File: config.mk
export PLATFORM = sky130hd
export DESIGN_NAME = sawfs_back
export DESIGN_NICKNAME = d
export VERILOG_FILES = /design/src/hdl/sawfs_pkg.sv /design/src/hdl/sawfs_back.sv
export SDC_FILE = /design/constraint.sdc
export NUM_CORES = 1
export LEC_CHECK = 0
export BUFFER_PORTS_ARGS = -buffer_cell sky130_fd_sc_hd__buf_2
export CAP_MARGIN = 20
export CORE_UTILIZATION = 45
export CTS_CLUSTER_DIAMETER = 80
export DETAILED_ROUTE_END_ITERATION = 10
export PLACE_DENSITY = 0.69
export SYNTH_ARGS = -nofsm -noshare
export SYNTH_HDL_FRONTEND = slang
export SYNTH_SLANG_ARGS = --single-unit
File: constraint.sdc
create_clock -name clk_i -period 1.9 [get_ports clk_i]
set_clock_uncertainty 0.2 [all_clocks]
set_input_delay 0 -clock clk_i [delete_from_list [all_inputs] [get_ports clk_i]]
set_output_delay 0 -clock clk_i [all_outputs]
set_load 0.01 [all_outputs]
File: src/hdl/sawfs_pkg.sv
// Shared types, codes and helpers for the stop-and-wait frame sender.
// No dependencies; used by sawfs_front, sawfs_back and the top level.
`default_nettype none

package sawfs_pkg;

  // Item selector carried on the slave tuser
  typedef enum logic [1:0] {
    FUNC_DATA = 2'd0,
    FUNC_ACK  = 2'd1,
    FUNC_TICK = 2'd2,
    FUNC_SLOT = 2'd3
  } func_e;

  // Configuration register indexes
  localparam logic REG_TIMEOUT = 1'b0;
  localparam logic REG_MAXPAY  = 1'b1;

  localparam logic [15:0] TIMEOUT_RST = 16'd1000;
  localparam logic [13:0] MAXPAY_RST  = 14'd5000;

  localparam logic [7:0] KIND_ACK   = 8'h06;
  localparam logic [7:0] KIND_FINAL = 8'h08;
  localparam logic [7:0] KIND_MORE  = 8'h09;
  localparam logic [7:0] SUM_GOOD   = 8'hFF;

  // Result queue between front and back
  localparam int QUEUE_DEPTH = 4;
  localparam int QW          = $clog2(QUEUE_DEPTH);

  // Per-beat descriptor handed from front to back
  typedef struct packed {
    logic       tx_valid;
    logic       use_ram;
    logic [7:0] hdr_byte;
    logic       frame_end;
    logic       acked;
    logic       resend;
    logic       ready;
    logic [7:0] seq;
  } desc_t;

  // Finished result held in the queue
  typedef struct packed {
    logic       tx_valid;
    logic [7:0] tx_byte;
    logic       frame_end;
    logic       acked;
    logic       resend;
    logic       ready;
    logic [7:0] seq;
  } result_t;

  // Back-end occupancy reported to the front
  typedef struct packed {
    logic [QW:0] count;
  } back_status_t;

  // 8-bit end-around-carry add
  function automatic logic [7:0] fold_byte(input logic [7:0] s, input logic [7:0] b);
    logic [8:0] t;
    t = {1'b0, s} + {1'b0, b};
    fold_byte = t[7:0] + {7'd0, t[8]};
  endfunction

endpackage

`default_nettype wire

File: src/hdl/sawfs_back.sv
// Back end: merges descriptors with payload RAM read data and queues the
// finished results for the master stream. Depends on sawfs_pkg.
`default_nettype none

module sawfs_back (
  input  wire logic                     clk_i,
  input  wire logic                     rst_ni,
  input  wire logic                     desc_valid_i,
  input  wire sawfs_pkg::desc_t         desc_i,
  input  wire logic [7:0]               ram_rdata_i,
  output logic                          out_valid_o,
  input  wire logic                     out_ready_i,
  output sawfs_pkg::result_t            result_o,
  output sawfs_pkg::back_status_t       status_o
);

  localparam int QW = sawfs_pkg::QW;

  sawfs_pkg::result_t entry_q [sawfs_pkg::QUEUE_DEPTH];
  sawfs_pkg::result_t res_in;
  logic [QW-1:0]      wr_ptr_q, rd_ptr_q;
  logic [QW:0]        count_q;
  logic               push, pop;

  always_comb begin
    res_in.tx_valid  = desc_i.tx_valid;
    res_in.tx_byte   = desc_i.use_ram ? ram_rdata_i : desc_i.hdr_byte;
    res_in.frame_end = desc_i.frame_end;
    res_in.acked     = desc_i.acked;
    res_in.resend    = desc_i.resend;
    res_in.ready     = desc_i.ready;
    res_in.seq       = desc_i.seq;
  end

  assign push = desc_valid_i;
  assign pop  = out_valid_o && out_ready_i;

  always_ff @(posedge clk_i or negedge rst_ni) begin
    if (!rst_ni) begin
      wr_ptr_q <= '0;
      rd_ptr_q <= '0;
      count_q  <= '0;
    end else begin
      if (push) begin
        wr_ptr_q <= wr_ptr_q + QW'(1);
      end
      if (pop) begin
        rd_ptr_q <= rd_ptr_q + QW'(1);
      end
      count_q <= count_q + (QW+1)'(push) - (QW+1)'(pop);
    end
  end

  always_ff @(posedge clk_i) begin
    if (push) begin
      entry_q[wr_ptr_q] <= res_in;
    end
  end

  assign out_valid_o    = (count_q != '0);
  assign result_o       = entry_q[rd_ptr_q];
  assign status_o.count = count_q;

endmodule

`default_nettype wire

==> results of run 1 <==
==> cell usage after synthesis <==
master,instances,share of area (%)
or3_1,1,0.18
buf_2,3,0.42
dfrtp_1,7,4.9
xnor2_1,3,0.74
inv_1,6,0.63
buf_12,2,1.1
and2_1,4,0.70
o31a_1,1,0.25
nand2_1,1,0.11
buf_6,1,0.32
mux4_1,3,2.2
xor2_1,2,0.49
edfxtp_1,84,71
o21ai_0,1,0.14
mux2_2,8,2.5
o311ai_0,1,0.25
fa_1,1,0.56
mux4_2,18,11
ha_1,6,2.1
==> flip-flops by register name (all words and copies together) (netlist names) <==
name,count
entry_q,84
rd_ptr_q,2
status_o,3
wr_ptr_q,2
==> stage by stage <==
| stage | setup slack, ns | total power, mW | instance area [um2] |
|---|---|---|---|
| detailed placement | -0.178 | 4.89 | 4040 |
| global placement | -0.139 | 4.84 | 4040 |
| CTS | -0.196 | 6.10 | 4550 |
| global route | -0.299 | 6.50 | 4590 |
| finish | -0.231 | 6.16 | 4590 |
| floorplan | -0.225 | 4.18 | 3560 |
==> report_power, final <==
group | switching (mW) | leakage (nW) | internal [mW]
combinational | 1.05 | 0.753 | 1.22
clock | 0.626 | 0.0819 | 0.463
sequential | 0.146 | 0.854 | 2.65
==> critical path: stages (launching register included) <==
cell,delay (ns)
dfrtp_1,0.40
o31a_1,0.32
ha_1,0.27
inv_1,0.04
ha_2,0.16
fa_2,0.35
xnor2_2,0.14
xnor2_1,0.13
==> layer usage <==
metal | routed length, um | part of all wire, % | vias to the layer above | GRT usage [%]
met4 | 115 | 1.9 | 0 | 8.33
met3 | 218 | 3.6 | 10 | 2.95
met2 | 3090 | 51 | 49 | 27.1
li1 | - | - | 844 | -
met1 | 2580 | 43 | 925 | 18.7
met5 | 0 | 0 | - | 0
==> layout by cell type (no fill, tap or decap), drive strengths merged <==
cell,count
mux2,8
clkinvlp,1
ha,6
edfxtp,84
nand2,1
buf,74
inv,6
mux4,21
clkinv,4
xor2,2
fa,1
o311ai,1
xnor2,3
and2,4
clkbuf,10
dfrtp,7
or3,1
o21ai,1
o31a,1
dlygate4sd3,33
==> cells by family after synthesis <==
family                     after synthesis  synth area share [%]
muxes                                   29                  16.1
and+or+nand+nor                          6                 0.985
adders and majority gates                7                  2.67
DFF                                     91                  75.8
xor gates and xnor gates                 5                  1.23
buffers and inverters                   12                  2.50
AOI/OAI and AO/OA                        3                 0.633
==> how the worst max path moves through the flow <==
stage	depth (start not counted)	start	end	slack, ns
floorplan	7	status_o[2]$_DFF_PN0_	status_o[2]$_DFF_PN0_	-0.23
global placement	7	status_o[2]$_DFF_PN0_	status_o[2]$_DFF_PN0_	-0.14
detailed placement	7	status_o[2]$_DFF_PN0_	status_o[2]$_DFF_PN0_	-0.18
CTS	7	status_o[1]$_DFF_PN0_	status_o[2]$_DFF_PN0_	-0.20
global route	7	status_o[1]$_DFF_PN0_	status_o[2]$_DFF_PN0_	-0.30
finish	7	status_o[1]$_DFF_PN0_	status_o[2]$_DFF_PN0_	-0.23
==> layout make-up <==
class	count	area [um2]	share of cell area [%]
flip-flops and latches	91	2700	58.8
repair buffers	107	810	17.6
multi-input cells	50	772	16.8
clock buffers	10	128	2.78
well taps	102	128	2.78
clock inverters	5	31.3	0.682
inverters	6	22.5	0.491
==> what timing repair did <==
item	in CTS	in global routing
pin swaps	1	0
setup buffers	1	0
hold buffers	33	0
setup endpoints to repair	13	16
hold endpoints to repair	98	0
gates cloned	0	0
resized for setup	4	11
==> impl_metrics.csv, run 1 <==
group,metric,value,unit
setup_path,worstSetupEndpointType,"flop",
logic_synthesis,ys_seq_area_share,75.8,%
outcome,violations,"negative setup slack",
sta,finalSetupViolCount,2,
routing,drc,0,
logic_synthesis,netlist_area,3560,um2
clock_network,cts_buffers,9,
pwr,powerDensity,1340,nW/um2
run,cap_violations,0,
cells_and_area,nets,306,
hold_path,holdCritStartpoint,"desc_i[6]",
sta,rsz0062_at_grt,"true",
setup_path,r2r_start,"status_o[1]$_DFF_PN0_",
setup_path,start_kind,"flop",
hold_path,worstHoldPathCells,2,
cells_and_area,post-route-util,59.7,%
logic_synthesis,synth_area_per_cell,23.2,um2
clock_network,cts.sinks,91,
global_routing,overflow,0,
cells_and_area,fin_cells,371,
floorplan,dieArea,8260,um2
floorplan,initial_core_util,46.3,%
placement,dp.cells,322,
clock_network,tritoncts,"built",
sta,slew_headroom,71.3,%
routing,ant_nets,0,
clock_network,clk_latency,0.35,ns
global_routing,first_global_vias,1937,
cells_and_area,area_delta_synth_final,29.0,%
cells_and_area,diodes,0,
hold_path,min_to,"entry_q[0][6]$_DFFE_PP_",
outcome,status,"finished with violations",
floorplan,num_rows,32,
floorplan,die_h,90.9,um
sta,whs,0.198,ns
setup_path,r2r-end,"status_o[2]$_DFF_PN0_",
pwr,peakVddDrop,0.000506,V
logic_synthesis,ys_ff_latch,91,
sta,period_share,112,%
clock_network,htreeDepth,3,
logic_synthesis,ys_warn_count,0,
routing,drt_first_pass_iters,4,
placement,dp_hpwl,3860,um
setup_path,path_max_fanout,2,
clock_network,ctsLongestPathBuffers,2,
routing,drtIter0Drc,69,
sta,setup-tns-final,-0.297,ns
placement,io_buffer_count,58,
pwr,leakage,1.69,nW
sta,report.final.slew_viol_count,0,
floorplan,dieWidth,90.9,um
global_routing,grtUsageTotal,15.7,%
hold_path,hold_class,"input port to flop",
placement,place_congestion,0.716,
sta,finalHoldViolCount,0,
global_routing,grt_max_degree,20,
setup_path,cp.arrival,2.16,ns
setup_path,worstPathRequired,1.93,ns
sta,timing.fmax,469,MHz
clock_network,path_clk_slew,0.08,ns
logic_synthesis,ys_types,19,
setup_path,worstSetupPathType,"flop to flop",
global_routing,antenna_found_initial,0,
sta,layout_min_cycle_time,2.13,ns
sta,setup_slack,-0.231,ns
setup_path,ff2ff_path_depth,7,
setup_path,rrSetupSlack,-0.23,ns
routing,wl_per_cell,16.2,um
sta,worst_pin_slew,0.425,ns
logic_synthesis,syn-instance-count,153,
routing,routed-via-count,1828,
clock_network,cts-root-buf,"clkbuf_8",
routing,vias_per_cell,4.93,
cells_and_area,fillers,607,
floorplan,io_pins,59,
logic_synthesis,syn_nets,194,
floorplan,core_area,7690,um2
global_routing,grt_pass1_wl,9420,um
cells_and_area,drive_gt1_share,44.6,%
routing,wirelength,6000,um
(Power assumes the default switching activity.)
==> run 2, diff against run 1 <==
--- a/config.mk
+++ b/config.mk
@@ -11,6 +11,7 @@
 export CTS_CLUSTER_DIAMETER = 80
 export DETAILED_ROUTE_END_ITERATION = 10
 export PLACE_DENSITY = 0.69
+export REMOVE_ABC_BUFFERS = 1
 export SYNTH_ARGS = -nofsm -noshare
 export SYNTH_HDL_FRONTEND = slang
 export SYNTH_SLANG_ARGS = --single-unit
==> run 2 against run 1 <==
Effect of this change:
- the run still ends with negative setup slack left
- sequential cell count did not move
- non-clock buffer count rose by 4
- count of clock-buffer cells in the layout did not move
- setup slack improved by 0.024 ns
- via count fell by 1.9%
- power rose by 7.7%
- cell area rose by 3.5%
- largest power group unchanged
- routed wire length rose by 1.9%
- sequential power barely moved
==> impl_metrics.csv, run 2 (synthesized netlist as in run 1, its figures left out) <==
group,metric,value,unit
pwr,powerDensity,1400,nW/um2
hold_path,hold_class,"input port to flop",
cells_and_area,diodes,0,
cells_and_area,post-route-util,61.8,%
routing,drc,0,
setup_path,ff2ff_path_depth,7,
clock_network,htreeDepth,3,
cells_and_area,layout_common_cells,"84 x edfxtp_1, 43 x buf_2, 33 x dlygate4sd3_1",
clock_network,cts.sinks,91,
floorplan,core_area,7690,um2
global_routing,grtUsageTotal,16.4,%
hold_path,worstHoldPathCells,2,
floorplan,initial_core_util,46.3,%
clock_network,tritoncts,"built",
setup_path,worstSetupEndpointType,"flop",
routing,routed-via-count,1794,
floorplan,num_rows,32,
global_routing,antenna_found_initial,0,
cells_and_area,largest_reg_flops,84,
setup_path,start_kind,"flop",
pwr,power,6.63,mW
pwr,p_sw,1.89,mW
clock_network,path_clk_slew,0.09,ns
clock_network,cts-root-buf,"clkbuf_8",
floorplan,dieWidth,90.9,um
sta,layout_min_cycle_time,2.11,ns
placement,dp_hpwl,3830,um
sta,finalSetupViolCount,4,
routing,wl_per_cell,16.3,um
setup_path,r2r-end,"status_o[2]$_DFF_PN0_",
routing,ant_nets,0,
cells_and_area,area_delta_synth_final,33.5,%
sta,rsz0062_at_grt,"true",
routing,vias_per_cell,4.78,
hold_path,holdCritStartpoint,"desc_i[9]",
outcome,status,"finished with violations",
cells_and_area,fin_cells,375,
global_routing,grt_max_degree,22,
clock_network,ctsLongestPathBuffers,2,
placement,dp.cells,322,
sta,finalHoldViolCount,0,
setup_path,worstPathRequired,1.94,ns
pwr,peakVddDrop,0.000572,V
setup_path,path_max_fanout,2,
clock_network,cts_buffers,9,
global_routing,grt_pass1_wl,9670,um
outcome,violations,"negative setup slack",
floorplan,die_h,90.9,um
pwr,seqPwrFrac,42.4,%
clock_network,clk_latency,0.35,ns
setup_path,cp.arrival,2.15,ns
routing,drtIter0Drc,85,
pwr,switching_share,28.5,%
sta,slew_headroom,73.8,%
global_routing,overflow,0,
cells_and_area,drive_gt1_share,45.4,%
run,cap_violations,0,
pwr,leakage,1.75,nW
sta,worst_pin_slew,0.388,ns
sta,setup-tns-final,-0.261,ns
pwr,combPwrFrac,39.2,%
setup_path,rrSetupSlack,-0.21,ns
sta,whs,0.195,ns
cells_and_area,final_common_cell,"edfxtp_1",
routing,drt_first_pass_iters,4,
sta,period_share,111,%
global_routing,first_global_vias,1852,
routing,wirelength,6110,um
floorplan,io_pins,59,
setup_path,worstSetupPathType,"flop to flop",
hold_path,min_to,"entry_q[2][9]$_DFFE_PP_",
cells_and_area,top_register,"entry_q",
placement,io_buffer_count,58,
placement,place_congestion,0.666,
setup_path,r2r_start,"status_o[2]$_DFF_PN0_",
floorplan,dieArea,8260,um2
sta,timing.fmax,475,MHz
sta,setup_slack,-0.207,ns
pwr,p_int,4.74,mW
pwr,pwr-share-clk,18.4,%
cells_and_area,nets,310,
sta,report.final.slew_viol_count,0,
## run 2: cell types whose count changed in the layout (fill, tap and decap cells not counted)
cell	change
bufinv_16	+1
buf_4	+1
buf_16	+1
buf_2	-10
clkbuf_16	+1
buf_6	+11
clkinv_2	-2
dfrtp_2	+1
dfrtp_1	-1
clkinv_1	+1
## run 2: cell type report
class	count	area, um2
Fill cell	560	2940
Sequential cell	91	2700
Timing Repair Buffer	111	943
Multi-Input combinational cell	50	772
Clock buffer	10	128
Tap cell	102	128
Clock inverter	5	55.1
Inverter	6	22.5
## run 2: layer usage
metal / global-route usage, % / share of wire, % / routed length, um / vias up
met5: 0 / 0 / 0 / -
met4: 7.94 / 1.7 / 105 / 0
met3: 4.04 / 3.5 / 212 / 9
met2: 27.1 / 53 / 3230 / 37
met1: 20.2 / 42 / 2570 / 896
li1: - / - / - / 852
## run 2: power groups by stage
stage	registers [mW]	clock network (mW)	logic, mW
after global placement	2.81	0	2.09
after floorplan	2.96	0	1.06
after CTS	2.80	1.26	2.28
final	2.81	1.22	2.60
after detailed placement	2.83	0	2.12
after global routing	2.85	1.34	2.81
## run 2: how the worst max path moves through the flow
stage                                     start  slack [ns]               endpoint
after floorplan           status_o[1]$_DFF_PN0_       -0.28  status_o[2]$_DFF_PN0_
after global placement    status_o[1]$_DFF_PN0_       -0.20  status_o[2]$_DFF_PN0_
after detailed placement  status_o[1]$_DFF_PN0_       -0.26  status_o[2]$_DFF_PN0_
after CTS                 status_o[2]$_DFF_PN0_       -0.20  status_o[2]$_DFF_PN0_
after global routing      status_o[2]$_DFF_PN0_       -0.26  status_o[2]$_DFF_PN0_
final                     status_o[2]$_DFF_PN0_       -0.21  status_o[2]$_DFF_PN0_
## run 2: repair_timing
action	CTS	global route
resized for setup	5	19
setup endpoints to repair	3	18
gates cloned	1	1
hold buffers	33	0
pin swaps	2	1
hold endpoints to repair	96	0
setup buffers	1	2
## run 2: worst max-delay path, stage by stage (launching register included)
cell	delay, ns
dfrtp_1	0.38
o31a_1	0.32
ha_1	0.28
inv_1	0.04
ha_2	0.16
fa_2	0.35
xnor2_2	0.14
xnor2_1	0.12
## run 2: metrics by stage
stage	instance area [um2]	setup slack, ns
2_1_floorplan	3490	-0.275
3_3_place_gp	4060	-0.203
3_5_place_dp	4060	-0.259
4_1_cts	4620	-0.205
5_1_grt	4750	-0.265
6_report	4750	-0.207
==> run 3, diff against run 2 <==
--- a/config.mk
+++ b/config.mk
@@ -8,6 +8,7 @@
 export BUFFER_PORTS_ARGS = -buffer_cell sky130_fd_sc_hd__buf_2
 export CAP_MARGIN = 20
 export CORE_UTILIZATION = 45
+export CTS_BUF_LIST = sky130_fd_sc_hd__clkbuf_4 sky130_fd_sc_hd__clkbuf_8
 export CTS_CLUSTER_DIAMETER = 80
 export DETAILED_ROUTE_END_ITERATION = 10
 export PLACE_DENSITY = 0.69
==> run 3 against run 2 <==
Effect of this change:
- the run still ends with negative setup slack left
- sequential share of layout area is essentially flat
- clock power is essentially flat
- cell area is essentially flat
- power grew 0.21%
- critical path depth is the same
- routed wire length is the same
- first-iteration DRC count shrank 8.2%
- die area is the same
- largest cell class unchanged
- highest routed layer unchanged
==> impl_metrics.csv, run 3 (synthesized netlist as in run 1, its figures left out) <==
group,metric,value,unit
pwr,peakVddDrop,0.000572,V
run,cap_violations,0,
floorplan,dieWidth,90.9,um
pwr,power,6.64,mW
cells_and_area,area_delta_synth_final,33.6,%
floorplan,initial_core_util,46.3,%
sta,setup_slack,-0.207,ns
cells_and_area,nets,310,
setup_path,worstSetupPathType,"flop to flop",
global_routing,grtUsageTotal,16.4,%
setup_path,worstPathRequired,1.94,ns
cells_and_area,top_register,"entry_q",
global_routing,grt_pass1_wl,9670,um
sta,finalSetupViolCount,4,
pwr,powerDensity,1400,nW/um2
routing,vias_per_cell,4.79,
outcome,violations,"negative setup slack",
global_routing,overflow,0,
setup_path,start_kind,"flop",
routing,wl_per_cell,16.3,um
floorplan,dieArea,8260,um2
cells_and_area,final_common_cell,"edfxtp_1",
cells_and_area,diodes,0,
sta,rsz0062_at_grt,"true",
sta,setup-tns-final,-0.261,ns
placement,dp_hpwl,3830,um
floorplan,io_pins,59,
routing,routed-via-count,1796,
global_routing,grt_max_degree,22,
routing,drtIter0Drc,78,
routing,drc,0,
floorplan,die_h,90.9,um
placement,io_buffer_count,58,
hold_path,hold_class,"input port to flop",
sta,layout_min_cycle_time,2.11,ns
floorplan,num_rows,32,
sta,worst_pin_slew,0.388,ns
setup_path,worstSetupEndpointType,"flop",
sta,finalHoldViolCount,0,
cells_and_area,drive_gt1_share,45.8,%
setup_path,path_max_fanout,2,
outcome,status,"finished with violations",
placement,postPlaceCellArea,4060,um2
cells_and_area,post-route-util,61.8,%
pwr,leakage,1.75,nW
clock_network,cts.sinks,91,
cells_and_area,fin_cells,375,
sta,timing.fmax,475,MHz
sta,period_share,111,%
clock_network,htreeDepth,3,
global_routing,antenna_found_initial,0,
routing,drt_first_pass_iters,4,
clock_network,path_clk_slew,0.09,ns
clock_network,clk_latency,0.35,ns
placement,place_congestion,0.666,
placement,dp.cells,322,
setup_path,rrSetupSlack,-0.21,ns
setup_path,cp.arrival,2.15,ns
floorplan,core_area,7690,um2
cells_and_area,largest_reg_flops,84,
cells_and_area,final_area,4750,um2
routing,ant_nets,0,
routing,wirelength,6110,um
sta,report.final.slew_viol_count,0,
global_routing,first_global_vias,1852,
cells_and_area,layout_common_cells,"84 x edfxtp_1, 43 x buf_2, 33 x dlygate4sd3_1",
clock_network,cts_buffers,9,
clock_network,tritoncts,"built",
clock_network,cts-root-buf,"clkbuf_8",
sta,slew_headroom,73.8,%
clock_network,ctsLongestPathBuffers,2,
-- run 3: cell counts in the layout (fill, tap and decap cells not counted) --
Identical to the previous run, type by type.
-- run 3: report_power, final --
part / internal (mW) / leakage [nW] / switching (mW)
Combinational: 1.49 / 0.809 / 1.10
Sequential: 2.65 / 0.853 / 0.162
Clock: 0.611 / 0.0932 / 0.624
Total: 4.75 / 1.75 / 1.89
-- run 3: what timing repair did --
item                                    CTS  global route
hold buffers                             33             0
hold endpoints to repair                 96             0
gates resized for setup                   5            19
endpoints found under the setup margin    3            18
buffers inserted                          1             2
pin swaps                                 2             1
gates cloned                              1             1
-- run 3: final cells by class --
cell class / instances / area [um2]
Fill cell: 559 / 2940
Sequential cell: 91 / 2700
Timing Repair Buffer: 111 / 943
Multi-Input combinational cell: 50 / 772
Tap cell: 102 / 128
Clock buffer: 10 / 131
Inverter: 6 / 22.5
Clock inverter: 5 / 55.1
-- run 3: per-stage QoR --
step                      setup WS, ns  hold slack (ns)
after CTS                       -0.205            0.189
after global routing            -0.265            0.191
after floorplan                 -0.275           -0.496
final                           -0.207            0.196
after detailed placement        -0.259           -0.357
after global placement          -0.203           -0.361
-- run 3: final timing paths --
check | start | end | depth (start not counted)
max in group asynchronous | rst_ni | rd_ptr_q[0]$_DFFE_PN0P_ | 3
worst max register to register | status_o[2]$_DFF_PN0_ | status_o[2]$_DFF_PN0_ | 7
worst max-delay path | status_o[2]$_DFF_PN0_ | status_o[2]$_DFF_PN0_ | 7
worst min-delay path | desc_i[9] | entry_q[2][9]$_DFFE_PP_ | 2
worst min register to register | wr_ptr_q[0]$_DFFE_PN0P_ | wr_ptr_q[0]$_DFFE_PN0P_ | 1
min in group asynchronous | rst_ni | status_o[1]$_DFF_PN0_ | 3
-- run 3: critical path: stages (launching register included) --
cell	delay (ns)
dfrtp_1	0.38
o31a_1	0.32
ha_1	0.28
inv_1	0.04
ha_2	0.16
fa_2	0.35
xnor2_2	0.14
xnor2_1	0.12
-- run 3: metal layers --
layer  GRT usage (%)  routed length (um)
met5               0                   0
met4            7.94                 105
met3            4.04                 212
met2            27.1                3230
met1            20.2                2570
