<file path="src/hdl/sawfs_pkg.sv">
// Shared types, codes and helpers for the stop-and-wait frame sender.
// No dependencies; used by sawfs_front, sawfs_back and the top level.
`default_nettype none

package sawfs_pkg;

  // Item selector carried on the slave tuser
  typedef enum logic [1:0] {
    FUNC_DATA = 2'd0,
    FUNC_ACK  = 2'd1,
    FUNC_TICK = 2'd2,
    FUNC_SLOT = 2'd3
  } func_e;

  // Configuration register indexes
  localparam logic REG_TIMEOUT = 1'b0;
  localparam logic REG_MAXPAY  = 1'b1;

  localparam logic [15:0] TIMEOUT_RST = 16'd1000;
  localparam logic [13:0] MAXPAY_RST  = 14'd5000;

  localparam logic [7:0] KIND_ACK   = 8'h06;
  localparam logic [7:0] KIND_FINAL = 8'h08;
  localparam logic [7:0] KIND_MORE  = 8'h09;
  localparam logic [7:0] SUM_GOOD   = 8'hFF;

  // Result queue between front and back
  localparam int QUEUE_DEPTH = 4;
  localparam int QW          = $clog2(QUEUE_DEPTH);

  // Per-beat descriptor handed from front to back
  typedef struct packed {
    logic       tx_valid;
    logic       use_ram;
    logic [7:0] hdr_byte;
    logic       frame_end;
    logic       acked;
    logic       resend;
    logic       ready;
    logic [7:0] seq;
  } desc_t;

  // Finished result held in the queue
  typedef struct packed {
    logic       tx_valid;
    logic [7:0] tx_byte;
    logic       frame_end;
    logic       acked;
    logic       resend;
    logic       ready;
    logic [7:0] seq;
  } result_t;

  // Back-end occupancy reported to the front
  typedef struct packed {
    logic [QW:0] count;
  } back_status_t;

  // 8-bit end-around-carry add
  function automatic logic [7:0] fold_byte(input logic [7:0] s, input logic [7:0] b);
    logic [8:0] t;
    t = {1'b0, s} + {1'b0, b};
    fold_byte = t[7:0] + {7'd0, t[8]};
  endfunction

endpackage

`default_nettype wire

</file>
<file path="src/hdl/sawfs_front.sv">
// Front end: accepts beats, runs the load/send/wait control, builds frame
// headers and drives the payload RAM ports. Depends on sawfs_pkg.
`default_nettype none

module sawfs_front #(
  parameter int PACKET_BYTES = 8192
) (
  input  wire logic                         clk_i,
  input  wire logic                         rst_ni,
  // input beats
  input  wire logic                         in_valid_i,
  output logic                              in_ready_o,
  input  wire sawfs_pkg::func_e             func_i,
  input  wire logic [7:0]                   data_byte_i,
  input  wire logic                         message_last_i,
  input  wire logic [7:0]                   ack_check_i,
  input  wire logic [7:0]                   ack_kind_i,
  input  wire logic [7:0]                   ack_number_i,
  // configuration
  input  wire logic                         cfg_we_i,
  input  wire logic                         cfg_idx_i,
  input  wire logic [15:0]                  cfg_wdata_i,
  // payload RAM
  output logic                              ram_we_o,
  output logic [$clog2(PACKET_BYTES)-1:0]   ram_waddr_o,
  output logic [7:0]                        ram_wdata_o,
  output logic                              ram_re_o,
  output logic [$clog2(PACKET_BYTES)-1:0]   ram_raddr_o,
  // to back end
  output logic                              desc_valid_o,
  output sawfs_pkg::desc_t                  desc_o,
  input  wire sawfs_pkg::back_status_t      status_i
);

  localparam int AW = $clog2(PACKET_BYTES);
  localparam int CW = $clog2(PACKET_BYTES + 1);
  localparam int IW = $clog2(PACKET_BYTES + 5);
  localparam int LW = (CW > 14) ? CW : 14;
  localparam int QW_T = sawfs_pkg::QW + 1;

  typedef enum logic [1:0] {
    PH_LOAD,
    PH_SEND,
    PH_WAIT
  } phase_e;

  phase_e           phase_q, phase_d;
  logic [CW-1:0]    fill_q, fill_d;
  logic [7:0]       sum_q, sum_d;
  logic [7:0]       seq_q, seq_d;
  logic [IW-1:0]    tx_idx_q, tx_idx_d;
  logic [16:0]      timer_q, timer_d;
  logic             final_q, final_d;
  logic [15:0]      timeout_q;
  logic [13:0]      maxpay_q;
  logic             desc_valid_q;
  sawfs_pkg::desc_t desc_q, desc_d;

  logic             accept;
  logic [QW_T-1:0]  occ;

  logic [LW-1:0]    lim, mp;
  logic [CW-1:0]    fill_inc;
  logic [2:0]       head;
  logic [IW-1:0]    flen, idx_inc;
  logic [7:0]       kind, len_byte, chk, s2, s3, ack_sum;
  logic [16:0]      timer_inc;
  logic             ack_ok;

  // a slot is free when queued plus in-flight beats leave room
  assign occ        = status_i.count + QW_T'(desc_valid_q);
  assign in_ready_o = (occ < QW_T'(sawfs_pkg::QUEUE_DEPTH));
  assign accept     = in_valid_i && in_ready_o;

  assign mp  = LW'(maxpay_q);
  assign lim = (mp == '0) ? LW'(1) :
               (mp > LW'(PACKET_BYTES)) ? LW'(PACKET_BYTES) : mp;

  assign fill_inc = fill_q + CW'(1);
  assign head     = final_q ? 3'd4 : 3'd3;
  assign flen     = IW'(fill_q) + IW'(head);
  assign idx_inc  = tx_idx_q + IW'(1);

  // header checksum from current state
  assign kind     = final_q ? sawfs_pkg::KIND_FINAL : sawfs_pkg::KIND_MORE;
  assign len_byte = 8'(fill_q);
  assign s2       = sawfs_pkg::fold_byte(kind, seq_q);
  assign s3       = final_q ? sawfs_pkg::fold_byte(s2, len_byte) : s2;
  assign chk      = ~sawfs_pkg::fold_byte(s3, sum_q);

  assign ack_sum = sawfs_pkg::fold_byte(sawfs_pkg::fold_byte(ack_check_i, ack_kind_i),
                                        ack_number_i);
  assign ack_ok  = (ack_sum == sawfs_pkg::SUM_GOOD) && (ack_kind_i == sawfs_pkg::KIND_ACK) &&
                   (ack_number_i == seq_q);

  assign timer_inc = (timer_q != '1) ? timer_q + 17'd1 : timer_q;

  always_comb begin
    phase_d  = phase_q;
    fill_d   = fill_q;
    sum_d    = sum_q;
    seq_d    = seq_q;
    tx_idx_d = tx_idx_q;
    timer_d  = timer_q;
    final_d  = final_q;
    ram_we_o = 1'b0;
    ram_re_o = 1'b0;
    desc_d   = '0;

    case (func_i)
      sawfs_pkg::FUNC_DATA: begin
        if (phase_q == PH_LOAD) begin
          if (fill_q < CW'(PACKET_BYTES)) begin
            ram_we_o = accept;
            fill_d   = fill_inc;
            sum_d    = sawfs_pkg::fold_byte(sum_q, data_byte_i);
          end
          if (message_last_i || (LW'(fill_d) >= lim)) begin
            final_d  = message_last_i;
            phase_d  = PH_SEND;
            tx_idx_d = '0;
          end
        end
      end
      sawfs_pkg::FUNC_ACK: begin
        if (phase_q == PH_WAIT) begin
          tx_idx_d = '0;
          if (ack_ok) begin
            desc_d.acked = 1'b1;
            seq_d        = seq_q + 8'd1;
            phase_d      = PH_LOAD;
            fill_d       = '0;
            sum_d        = '0;
            final_d      = 1'b0;
          end else begin
            desc_d.resend = 1'b1;
            phase_d       = PH_SEND;
          end
        end
      end
      sawfs_pkg::FUNC_TICK: begin
        if (phase_q == PH_WAIT) begin
          timer_d = timer_inc;
          if (timer_inc > {1'b0, timeout_q}) begin
            desc_d.resend = 1'b1;
            phase_d       = PH_SEND;
            tx_idx_d      = '0;
          end
        end
      end
      sawfs_pkg::FUNC_SLOT: begin
        if (phase_q == PH_SEND) begin
          desc_d.tx_valid = 1'b1;
          if (tx_idx_q == IW'(0)) begin
            desc_d.hdr_byte = chk;
          end else if (tx_idx_q == IW'(1)) begin
            desc_d.hdr_byte = kind;
          end else if (tx_idx_q == IW'(2)) begin
            desc_d.hdr_byte = seq_q;
          end else if (tx_idx_q == IW'(3) && final_q) begin
            desc_d.hdr_byte = len_byte;
          end else begin
            desc_d.use_ram = 1'b1;
            ram_re_o       = accept;
          end
          if (idx_inc >= flen) begin
            desc_d.frame_end = 1'b1;
            phase_d          = PH_WAIT;
            timer_d          = '0;
            tx_idx_d         = '0;
          end else begin
            tx_idx_d = idx_inc;
          end
        end
      end
      default: ;
    endcase

    desc_d.ready = (phase_d == PH_LOAD);
    desc_d.seq   = seq_d;
  end

  assign ram_waddr_o = AW'(fill_q);
  assign ram_wdata_o = data_byte_i;
  assign ram_raddr_o = AW'(tx_idx_q - IW'(head));

  always_ff @(posedge clk_i or negedge rst_ni) begin
    if (!rst_ni) begin
      phase_q      <= PH_LOAD;
      fill_q       <= '0;
      sum_q        <= '0;
      seq_q        <= '0;
      tx_idx_q     <= '0;
      timer_q      <= '0;
      final_q      <= 1'b0;
      timeout_q    <= sawfs_pkg::TIMEOUT_RST;
      maxpay_q     <= sawfs_pkg::MAXPAY_RST;
      desc_valid_q <= 1'b0;
    end else begin
      if (cfg_we_i) begin
        case (cfg_idx_i)
          sawfs_pkg::REG_TIMEOUT: timeout_q <= cfg_wdata_i;
          sawfs_pkg::REG_MAXPAY:  maxpay_q  <= cfg_wdata_i[13:0];
          default: ;
        endcase
      end
      desc_valid_q <= accept;
      if (accept) begin
        phase_q  <= phase_d;
        fill_q   <= fill_d;
        sum_q    <= sum_d;
        seq_q    <= seq_d;
        tx_idx_q <= tx_idx_d;
        timer_q  <= timer_d;
        final_q  <= final_d;
      end
    end
  end

  always_ff @(posedge clk_i) begin
    if (accept) begin
      desc_q <= desc_d;
    end
  end

  assign desc_valid_o = desc_valid_q;
  assign desc_o       = desc_q;

endmodule

`default_nettype wire

</file>
<file path="config.mk">
export PLATFORM = sky130hd
export DESIGN_NAME = sawfs_front
export DESIGN_NICKNAME = d
export VERILOG_FILES = /design/src/hdl/sawfs_pkg.sv /design/src/hdl/sawfs_front.sv
export SDC_FILE = /design/constraint.sdc
export NUM_CORES = 1
export LEC_CHECK = 0
export BUFFER_PORTS_ARGS = -buffer_cell sky130_fd_sc_hd__buf_4
export CORE_UTILIZATION = 55
export CTS_BUF_LIST = sky130_fd_sc_hd__clkbuf_8 sky130_fd_sc_hd__clkbuf_16
export DETAILED_ROUTE_END_ITERATION = 12
export PLACE_DENSITY = 0.76
export SETUP_SLACK_MARGIN = 0.15
export SLEW_MARGIN = 15
export SYNTH_ARGS = -nofsm -noshare
export SYNTH_HDL_FRONTEND = slang
export SYNTH_SLANG_ARGS = --single-unit
</file>
<file path="constraint.sdc">
create_clock -name clk_i -period 7.5 [get_ports clk_i]
set_input_delay 1.5 -clock clk_i [delete_from_list [all_inputs] [get_ports clk_i]]
set_output_delay 1.5 -clock clk_i [all_outputs]
set_load 0.03 [all_outputs]
</file>
==> results of run 1 <==
[Yosys cell counts, types with 19 or more instances]
cell / number / area (µm²)
ha_1: 118 / 1480
nand2_1: 100 / 375
dfrtp_1: 84 / 2100
nor2_1: 78 / 293
xnor2_1: 72 / 631
xor2_1: 62 / 543
o21ai_0: 55 / 275
inv_1: 52 / 195
a21oi_1: 47 / 235
nand3_1: 47 / 235
clkbuf_1: 30 / 113
mux2_2: 25 / 282
nor3_1: 25 / 125
a22o_1: 22 / 193
buf_4: 22 / 165
edfxtp_1: 22 / 661
and3_1: 20 / 125
nand4_1: 19 / 119
[logic make-up (layout without fill, tap and decap cells)]
kind of cell | after synthesis | in the layout | share of synthesized area [%]
AND/OR/NAND/NOR | 363 | 363 | 17.3
XOR/XNOR | 136 | 136 | 11.7
adder cells (fa/ha/maj) | 126 | 126 | 15.7
multiplexers | 35 | 35 | 4.03
buffers and inverters | 117 | 213 | 5.19
AO/OA/AOI/OAI | 252 | 252 | 16.8
flip-flops | 117 | 117 | 29.4
[worst max-delay path: cells and delay by family]
family	cells	cell delay, ns
buf+inv	1	0.11
compound gates	10	1.89
simple gates	8	1.33
xor+xnor	1	0.17
fa+ha+maj	7	1.86
mux	1	0.32
[power breakdown]
part | switching, mW | leakage, nW | total (mW) | internal (mW)
Combinational | 0.858 | 3.92 | 1.49 | 0.628
Clock | 0.292 | 0.317 | 0.835 | 0.543
Sequential | 0.101 | 1.43 | 0.834 | 0.733
Total | 1.25 | 5.67 | 3.15 | 1.90
[layer usage]
layer	vias up	track usage (%)	routed length, µm
met4	0	7.78	410
met5	-	0	0
met2	198	46.9	12300
met1	4205	33.8	11400
met3	33	5.02	1150
li1	4298	-	-
[final cells by class]
cell class              instances  area [µm²]  area share, %
clock inverters                13         138           1.15
repair buffers                128         961           8.06
flip-flops and latches        117        3050           25.6
well taps                     229         287           2.40
inverters                      53         199           1.67
multi-input cells             912        6820           57.2
clock buffers                  19         464           3.89
[placed cells by master, fill, tap and decap left out, types with 10 or more instances in the layout]
cell and count:
buf_4 128, ha_1 117, nand2_1 100, dfrtp_1 84
nor2_1 78, xnor2_1 72, xor2_1 62, inv_1 56
o21ai_0 53, a21oi_1 47, nand3_1 47, nor3_1 25
mux2_2 25, edfxtp_1 22, a22o_1 21, and3_1 20
nand4_1 19, a21o_1 18, clkbuf_16 18, nand2b_1 16
nor4_1 11, dfstp_2 11, a211oi_1 10, a22oi_1 10
o211ai_1 10
[worst min path at each step]
stage | to | slack, ns | cells after the start | start
4_1_cts | timeout_q[3] | 0.51 | 2 | timeout_q[3]
3_5_place_dp | timeout_q[3] | 0.51 | 2 | timeout_q[3]
6_report | timeout_q[3] | 0.51 | 2 | timeout_q[3]
2_1_floorplan | timer_q[6] | 0.47 | 1 | timer_q[6]
5_1_grt | timeout_q[5] | 0.56 | 2 | timeout_q[5]
3_3_place_gp | timer_q[6] | 0.49 | 1 | timer_q[6]
[through the flow]
stage          power, mW  setup WS [ns]  hold slack (ns)  cell area [µm²]
2_1_floorplan       1.92          0.739            0.466            10400
3_3_place_gp        2.28          0.224            0.485            11300
3_5_place_dp        2.31         0.0524            0.509            11300
4_1_cts             3.16          0.483            0.511            11900
5_1_grt             3.37          0.147            0.562            11900
6_report            3.15          0.636            0.508            11900
[timing repair]
action,4_1_cts,5_1_grt
gates resized for setup,0,5
hold buffers,0,0
endpoints found under the setup margin,0,18
[state kept, by name, indices dropped and copies added, names as in the netlist, 8 cells and up]
signal / flops
desc_o: 22
fill_q: 14
maxpay_q: 14
seq_q: 8
sum_q: 8
timeout_q: 16
timer_q: 17
tx_idx_q: 14
==> qor.txt, run 1 <==
Status = completed
Relative slew margins = 23.2%
GP Congestion = 0.921
Port buffer count = 118
Fill cell count = 1485
Fin. max-slew vios = 0
Routed vias = 8734
Post-Route WL = 25.2 mm
Critical-path top delay cell = fa_1
Critical path endpoint = sum_q[4]
R2R Path End = desc_o[16]
CP startpoint = ack_check_i[0]
Peak VDD IR = 0.209 mV
Minimum clock period = 6.86 ns
Critical path arrival = 7.17 ns
Util after Layout = 65.5%
Number of global-route vias before repair = 8705
H-Tree Depth = 4
Die Area = 19400 µm²
First-pass GRT wire length = 42.0 mm
Largest net degree at the start of global routing = 54
Setup violators final = 0
Sequential-to-total area share from yosys stat = 29.4%
CP max stage delay = 0.40 ns
RSZ-0062 raised after global routing = false
PD cells = 265 nW/µm²
Clock skew = 0.00803 ns
CP Max Fanout = 9
Post-CTS setup buffer count = 0
Number of clock sinks = 117
Worst slew pin tran = 1.14 ns
I/O Pins = 119
Ratio of cells with drive above 1 in the final layout = 18.8%
R2R Path Start = final_q
Flops & latches, synth = 117
TritonCTS Buffers = 17
Via/cell ratio = 5.94
Initial core utilization = 57.1%
Die Y-Extent = 139 µm
Clk slew on worst S/H paths = 0.05 ns
ANT cells = 0
Lkg Pwr = 5.67 nW
Yosys warning count = 0
Maximum clock path buffer count = 2
WP data required = 7.80 ns
Max Cap Viol = 0
Most used cell, CP = ha_1
Period utilisation layout = 91.5%
Post-synth net total = 1330
DR iter-0 viols = 381
Final hold vios = 0
DRC Markers = 0
Critical Path Start Type = primary input
Total track usage = 26.9%
Setup CP Type = in -> reg
CTS tree = done
Row cnt = 49
Core area = 18200 µm²
Initial antenna violation count = 0
Clk root buf = clkbuf_16
Drt first pass iters = 5
Post-route ant nets = 0
R2R cell count = 32
Non-Filler Instances = 1471
Gr ovfl total = 0
FFs w/ async S/R, synth = 81.2%
Netlist Area Pre-Place = 10400 µm²
Die Span X = 139 µm
Wire per inst = 17.1 µm
Syn Area/Cell = 9.07 µm²
Flop2flop setup slack = 0.73 ns
Setup_tns = 0 ns
Post-synth EDFFs = 22
Nets = 1413
Syn Inst Count = 1146
Worst-Skew Late Latency = 0.42 ns
HP Class = reg -> reg
Crit. End Element = register
Highest clock rate = 146 MHz
Top FF cell, synth = dfrtp_1
Dpl cells = 1439
Detailed placement HPWL = 19.3 mm
Synth cell types = 81
Area grow syn2layout = 14.7%
No activity file was read; power rests on OpenSTA's default activity.
==> inputs of run 2 (changes only) <==
--- a/config.mk
+++ b/config.mk
@@ -5,11 +5,12 @@
 export SDC_FILE = /design/constraint.sdc
 export NUM_CORES = 1
 export LEC_CHECK = 0
-export BUFFER_PORTS_ARGS = -buffer_cell sky130_fd_sc_hd__buf_4
 export CORE_UTILIZATION = 55
 export CTS_BUF_LIST = sky130_fd_sc_hd__clkbuf_8 sky130_fd_sc_hd__clkbuf_16
 export DETAILED_ROUTE_END_ITERATION = 12
-export PLACE_DENSITY = 0.76
+export DONT_BUFFER_PORTS = 1
+export HOLD_SLACK_MARGIN = 0.12
+export PLACE_DENSITY = 0.7
 export SETUP_SLACK_MARGIN = 0.15
 export SLEW_MARGIN = 15
 export SYNTH_ARGS = -nofsm -noshare
==> qor.txt, run 2 (synthesis results as in run 1) <==
Peak VDD IR = 0.190 mV
Detailed placement HPWL = 18.7 mm
Port buffer count = 0
Max FFs per register = 22
Critical-path top delay cell = a22o_1
Area grow syn2layout = 6.26%
RSZ-0062 raised after global routing = false
First-pass GRT wire length = 40.2 mm
Post-route ant nets = 0
Drt first pass iters = 5
Crit. End Element = register
Clk slew on worst S/H paths = 0.06 ns
Minimum clock period = 6.91 ns
Commonest non-fill, non-tap cell in the layout = ha_1
ANT cells = 0
Dpl cells = 1323
Non-Filler Instances = 1355
Clk root buf = clkbuf_16
Worst hold margin = 0.508 ns
Die Y-Extent = 139 µm
Final hold vios = 0
Via/cell ratio = 5.99
Crit-path leading delay family = compound AO/OA/AOI/OAI gates
TritonCTS Buffers = 17
Post-Layout Inst Area = 11000 µm²
Row cnt = 49
Lkg Pwr = 5.09 nW
CP Max Fanout = 9
R2R cell count = 31
GP Congestion = 0.906
Largest net degree at the start of global routing = 96
Initial core utilization = 57.1%
Highest clock rate = 145 MHz
WP data required = 7.80 ns
Maximum clock path buffer count = 2
Nets = 1297
Max Cap Viol = 0
Most used cell, CP = ha_1
WP buf/inv = 0
Wire per inst = 17.9 µm
Number of global-route vias before repair = 8035
Core area = 18200 µm²
Period utilisation layout = 92.2%
Fin. max-slew vios = 0
Gr ovfl total = 0
Worst slew pin tran = 0.984 ns
PD cells = 270 nW/µm²
Resize count post-CTS = 0
Final worst slack = 0.587 ns
Ratio of cells with drive above 1 in the final layout = 10.5%
Status = completed
Post-Route WL = 24.3 mm
Commonest cells after routing, fill and taps aside = ha_1, nand2_1, dfrtp_1
Setup CP Type = in -> reg
Relative slew margins = 33.9%
Setup violators final = 0
Critical Path Start Type = primary input
I/O Pins = 119
Clock skew = 0.00857 ns
DR iter-0 viols = 306
Initial antenna violation count = 0
DRC Markers = 0
Total track usage = 26.1%
Routed vias = 8117
CP max stage delay = 0.41 ns
Number of clock sinks = 117
Place WS = 0.177 ns
Die Span X = 139 µm
Post-CTS setup buffer count = 0
Crit path depth = 27
WHS Path Cells = 1
Worst-Skew Late Latency = 0.43 ns
H-Tree Depth = 4
Die Area = 19400 µm²
Setup_tns = 0 ns
Critical path arrival = 7.22 ns
Dpl cell area = 10400 µm²
CTS tree = done
Util after Layout = 60.6%
HP Class = reg -> reg
CTS Hold Buffers Added = 0
Pwr Total = 2.98 mW
==> run 2: cell types whose count changed in the layout (fill, tap and decap cells not counted), sizes merged <==
cell    delta
buf      -116
bufinv     -2
inv        +2
clkbuf     -1
clkinv     +1
==> run 2: layout make-up <==
class / count / area, µm²
well taps: 229 / 287
repair buffers: 12 / 90.1
multi-input cells: 912 / 6820
flip-flops and latches: 117 / 3050
clock buffers: 18 / 450
clock inverters: 14 / 140
fillers: 1549 / 7170
inverters: 53 / 199
==> run 2: per-layer routing <==
| metal | global-route usage (%) | vias to the layer above | part of all wire (%) |
|---|---|---|---|
| met4 | 7.49 | 0 | 1.6 |
| met3 | 5.57 | 24 | 5.0 |
| met2 | 44.5 | 194 | 47 |
| met5 | 0 | - | 0 |
| met1 | 33.1 | 3836 | 46 |
| li1 | - | 4063 | - |
==> run 2: report_power, final <==
| part | leakage (nW) | switching (mW) | total, mW | internal (mW) |
|---|---|---|---|---|
| sequential | 1.43 | 0.128 | 0.861 | 0.733 |
| clock | 0.296 | 0.331 | 0.816 | 0.485 |
| combinational | 3.36 | 0.781 | 1.30 | 0.520 |
| total | 5.09 | 1.24 | 2.98 | 1.74 |
==> run 2: path summary, 6_finish.rpt <==
| kind | start | slack [ns] | end |
|---|---|---|---|
| max | ack_check_i[0] | 0.59 | sum_q[4] |
| min in group asynchronous | rst_ni | 0.76 | timeout_q[12] |
| min reg2reg | timer_q[6] | 0.51 | timer_q[6] |
| min | timer_q[6] | 0.51 | timer_q[6] |
| max reg2reg | final_q | 0.61 | desc_o[16] |
| max in group asynchronous | rst_ni | 6.53 | maxpay_q[9] |
==> inputs of run 3 (changes only) <==
--- a/config.mk
+++ b/config.mk
@@ -5,12 +5,12 @@
 export SDC_FILE = /design/constraint.sdc
 export NUM_CORES = 1
 export LEC_CHECK = 0
-export CORE_UTILIZATION = 55
+export ABC_AREA = 1
+export CORE_UTILIZATION = 38
 export CTS_BUF_LIST = sky130_fd_sc_hd__clkbuf_8 sky130_fd_sc_hd__clkbuf_16
 export DETAILED_ROUTE_END_ITERATION = 12
 export DONT_BUFFER_PORTS = 1
 export HOLD_SLACK_MARGIN = 0.12
-export PLACE_DENSITY = 0.7
 export SETUP_SLACK_MARGIN = 0.15
 export SLEW_MARGIN = 15
 export SYNTH_ARGS = -nofsm -noshare
==> qor.txt, run 3 <==
Post-Layout Inst Area = 11500 µm²
Highest clock rate = 155 MHz
Total track usage = 20.0%
PD cells = 361 nW/µm²
GP Congestion = 0.939
Util after Layout = 41.4%
DR iter-0 viols = 659
Die Y-Extent = 170 µm
Worst-Skew Late Latency = 0.43 ns
ANT cells = 0
H-Tree Depth = 4
Flops & latches, synth = 117
Setup violators final = 0
Dpl cells = 1785
Setup_tns = 0 ns
Setup CP Type = reg -> reg
HP Class = reg -> reg
TritonCTS Buffers = 17
Resize count post-CTS = 0
Max Cap Viol = 0
RSZ-0062 raised after global routing = false
Synth cell types = 55
Top post-synthesis cells by area = dfrtp_1, ha_1, nand2_1
R2R Path End = desc_o[19]
Top FF cell, synth = dfrtp_1
CTS Hold Buffers Added = 0
CP Max Fanout = 10
Routed vias = 9272
Critical-path top delay cell = dfrtp_1
Gr ovfl total = 0
Crit. End Element = register
FFs w/ async S/R, synth = 81.2%
Post-synth EDFFs = 22
Port buffer count = 0
Initial core utilization = 38.6%
Critical Path Start Type = register
Wire per inst = 15.4 µm
Final hold vios = 0
Critical path arrival = 6.64 ns
Number of global-route vias before repair = 8886
Row cnt = 61
Crit-path leading delay family = adder cells
Crit path depth = 36
Detailed placement HPWL = 22.2 mm
Worst Hold Path EP = timeout_q[1]
Clock skew = 0.00826 ns
Minimum clock period = 6.47 ns
Max FFs per register = 22
Synth cell count leaders = nand2_1, inv_1, ha_1, nor2_1, xor2_1
Most used cell, CP = ha_1
Clk slew on worst S/H paths = 0.06 ns
Largest net degree at the start of global routing = 96
Syn Area/Cell = 7.37 µm²
Maximum clock path buffer count = 2
Syn Inst Count = 1450
Die Area = 28800 µm²
First-pass GRT wire length = 45.3 mm
Post-synth net total = 1634
Commonest cells after routing, fill and taps aside = nand2_1, inv_1, ha_1
Yosys top cell area share = 19.7%
Commonest non-fill, non-tap cell in the layout = nand2_1
Dpl cell area = 10900 µm²
Clk root buf = clkbuf_16
R2R Path Start = final_q
Post-route ant nets = 0
Period utilisation layout = 86.2%
WP data required = 7.68 ns
Sequential-to-total area share from yosys stat = 28.6%
Yosys warning count = 0
Initial antenna violation count = 0
WP buf/inv = 1
Post-synth top area cell = dfrtp_1
Post-Route WL = 27.9 mm
DRC Markers = 0
CTS tree = done
Via/cell ratio = 5.10
Number of clock sinks = 117
Fill cell count = 2854
Peak VDD IR = 0.126 mV
Non-Filler Instances = 1817
Relative slew margins = 33.6%
CP max stage delay = 0.63 ns
Netlist Area Pre-Place = 10700 µm²
I/O Pins = 119
Lkg Pwr = 5.62 nW
Die Span X = 170 µm
Nets = 1610
Worst slew pin tran = 0.986 ns
WHS Path Cells = 2
Ratio of cells with drive above 1 in the final layout = 5.77%
Drt first pass iters = 7
R2R cell count = 36
Area grow syn2layout = 7.44%
Fin. max-slew vios = 0
Status = completed
Launch point of the worst hold path = timeout_q[1]
Flop2flop setup slack = 1.03 ns
Most common cell in the netlist = nand2_1
Core area = 27700 µm²
Post-CTS setup buffer count = 0
run 3: cell count changes in the layout (fill, tap and decap cells not counted), sizes merged, moves of 13 or more:
cell	before	now
nand2	100	322
inv	60	232
xnor2	72	14
o21ai	55	112
mux2	30	0
a21oi	47	76
xor2	63	89
a22o	25	0
nor2	78	102
nand3	48	71
and3	20	0
a21o	18	2
nand2b	16	0
nand4	20	33
run 3: routing by layer:
layer / vias up / share of wire, % / GRT usage [%] / routed length, µm
met5: - / 0 / 0 / 0
met3: 41 / 4.2 / 3.08 / 1180
li1: 4728 / - / - / -
met1: 4302 / 47 / 26.0 / 13000
met4: 0 / 2.5 / 7.64 / 690
met2: 201 / 47 / 33.3 / 13100
run 3: kinds of logic after synthesis:
| logic type | Yosys count | synth area share (%) |
|---|---|---|
| simple gates | 597 | 24.9 |
| flops | 117 | 28.6 |
| buf+inv | 273 | 10.6 |
| compound gates | 235 | 12.3 |
| fa+ha+maj | 125 | 15.1 |
| xor+xnor | 103 | 8.45 |
run 3: how the worst max path moves through the flow:
stage                   start    endpoint  slack [ns]
3_3_place_gp   ack_check_i[0]   fill_q[5]        0.90
3_5_place_dp   ack_check_i[0]   fill_q[9]        0.80
4_1_cts               final_q  desc_o[19]        1.05
6_report              final_q  desc_o[19]        1.03
2_1_floorplan         final_q  desc_o[19]        1.33
5_1_grt               final_q  desc_o[19]        0.42
run 3: layout make-up:
type / count / area (µm²) / share of cell area [%]
Clock buffer: 20 / 467 / 4.07
Multi-Input combinational cell: 1060 / 6490 / 56.6
Tap cell: 378 / 473 / 4.12
Timing Repair Buffer: 3 / 22.5 / 0.196
Inverter: 227 / 852 / 7.42
Sequential cell: 117 / 3050 / 26.6
Clock inverter: 12 / 115 / 1.00
run 3: power breakdown:
group	switching (mW)	internal, mW	leakage [nW]	total (mW)
clock network	0.332	0.487	0.285	0.819
registers	0.303	0.798	1.40	1.10
logic	1.42	0.796	3.94	2.22
run 3: worst reg2reg max path: cells and delay by family (launching register included):
kind                       cells  cell delay, ns
AOI/OAI and AO/OA             11            1.44
xor gates and xnor gates       1            0.15
adders and majority gates      9            2.36
buffers and inverters          1            0.13
DFF                            1            0.63
and+or+nand+nor               14            1.51
run 3: through the flow:
stage / worst slack, ns / hold slack, ns / power, mW
3_5_place_dp: 0.801 / 0.475 / 3.32
3_3_place_gp: 0.897 / 0.472 / 3.29
4_1_cts: 1.05 / 0.491 / 4.15
5_1_grt: 0.423 / 0.515 / 4.52
6_report: 1.03 / 0.487 / 4.14
2_1_floorplan: 1.33 / 0.453 / 2.84
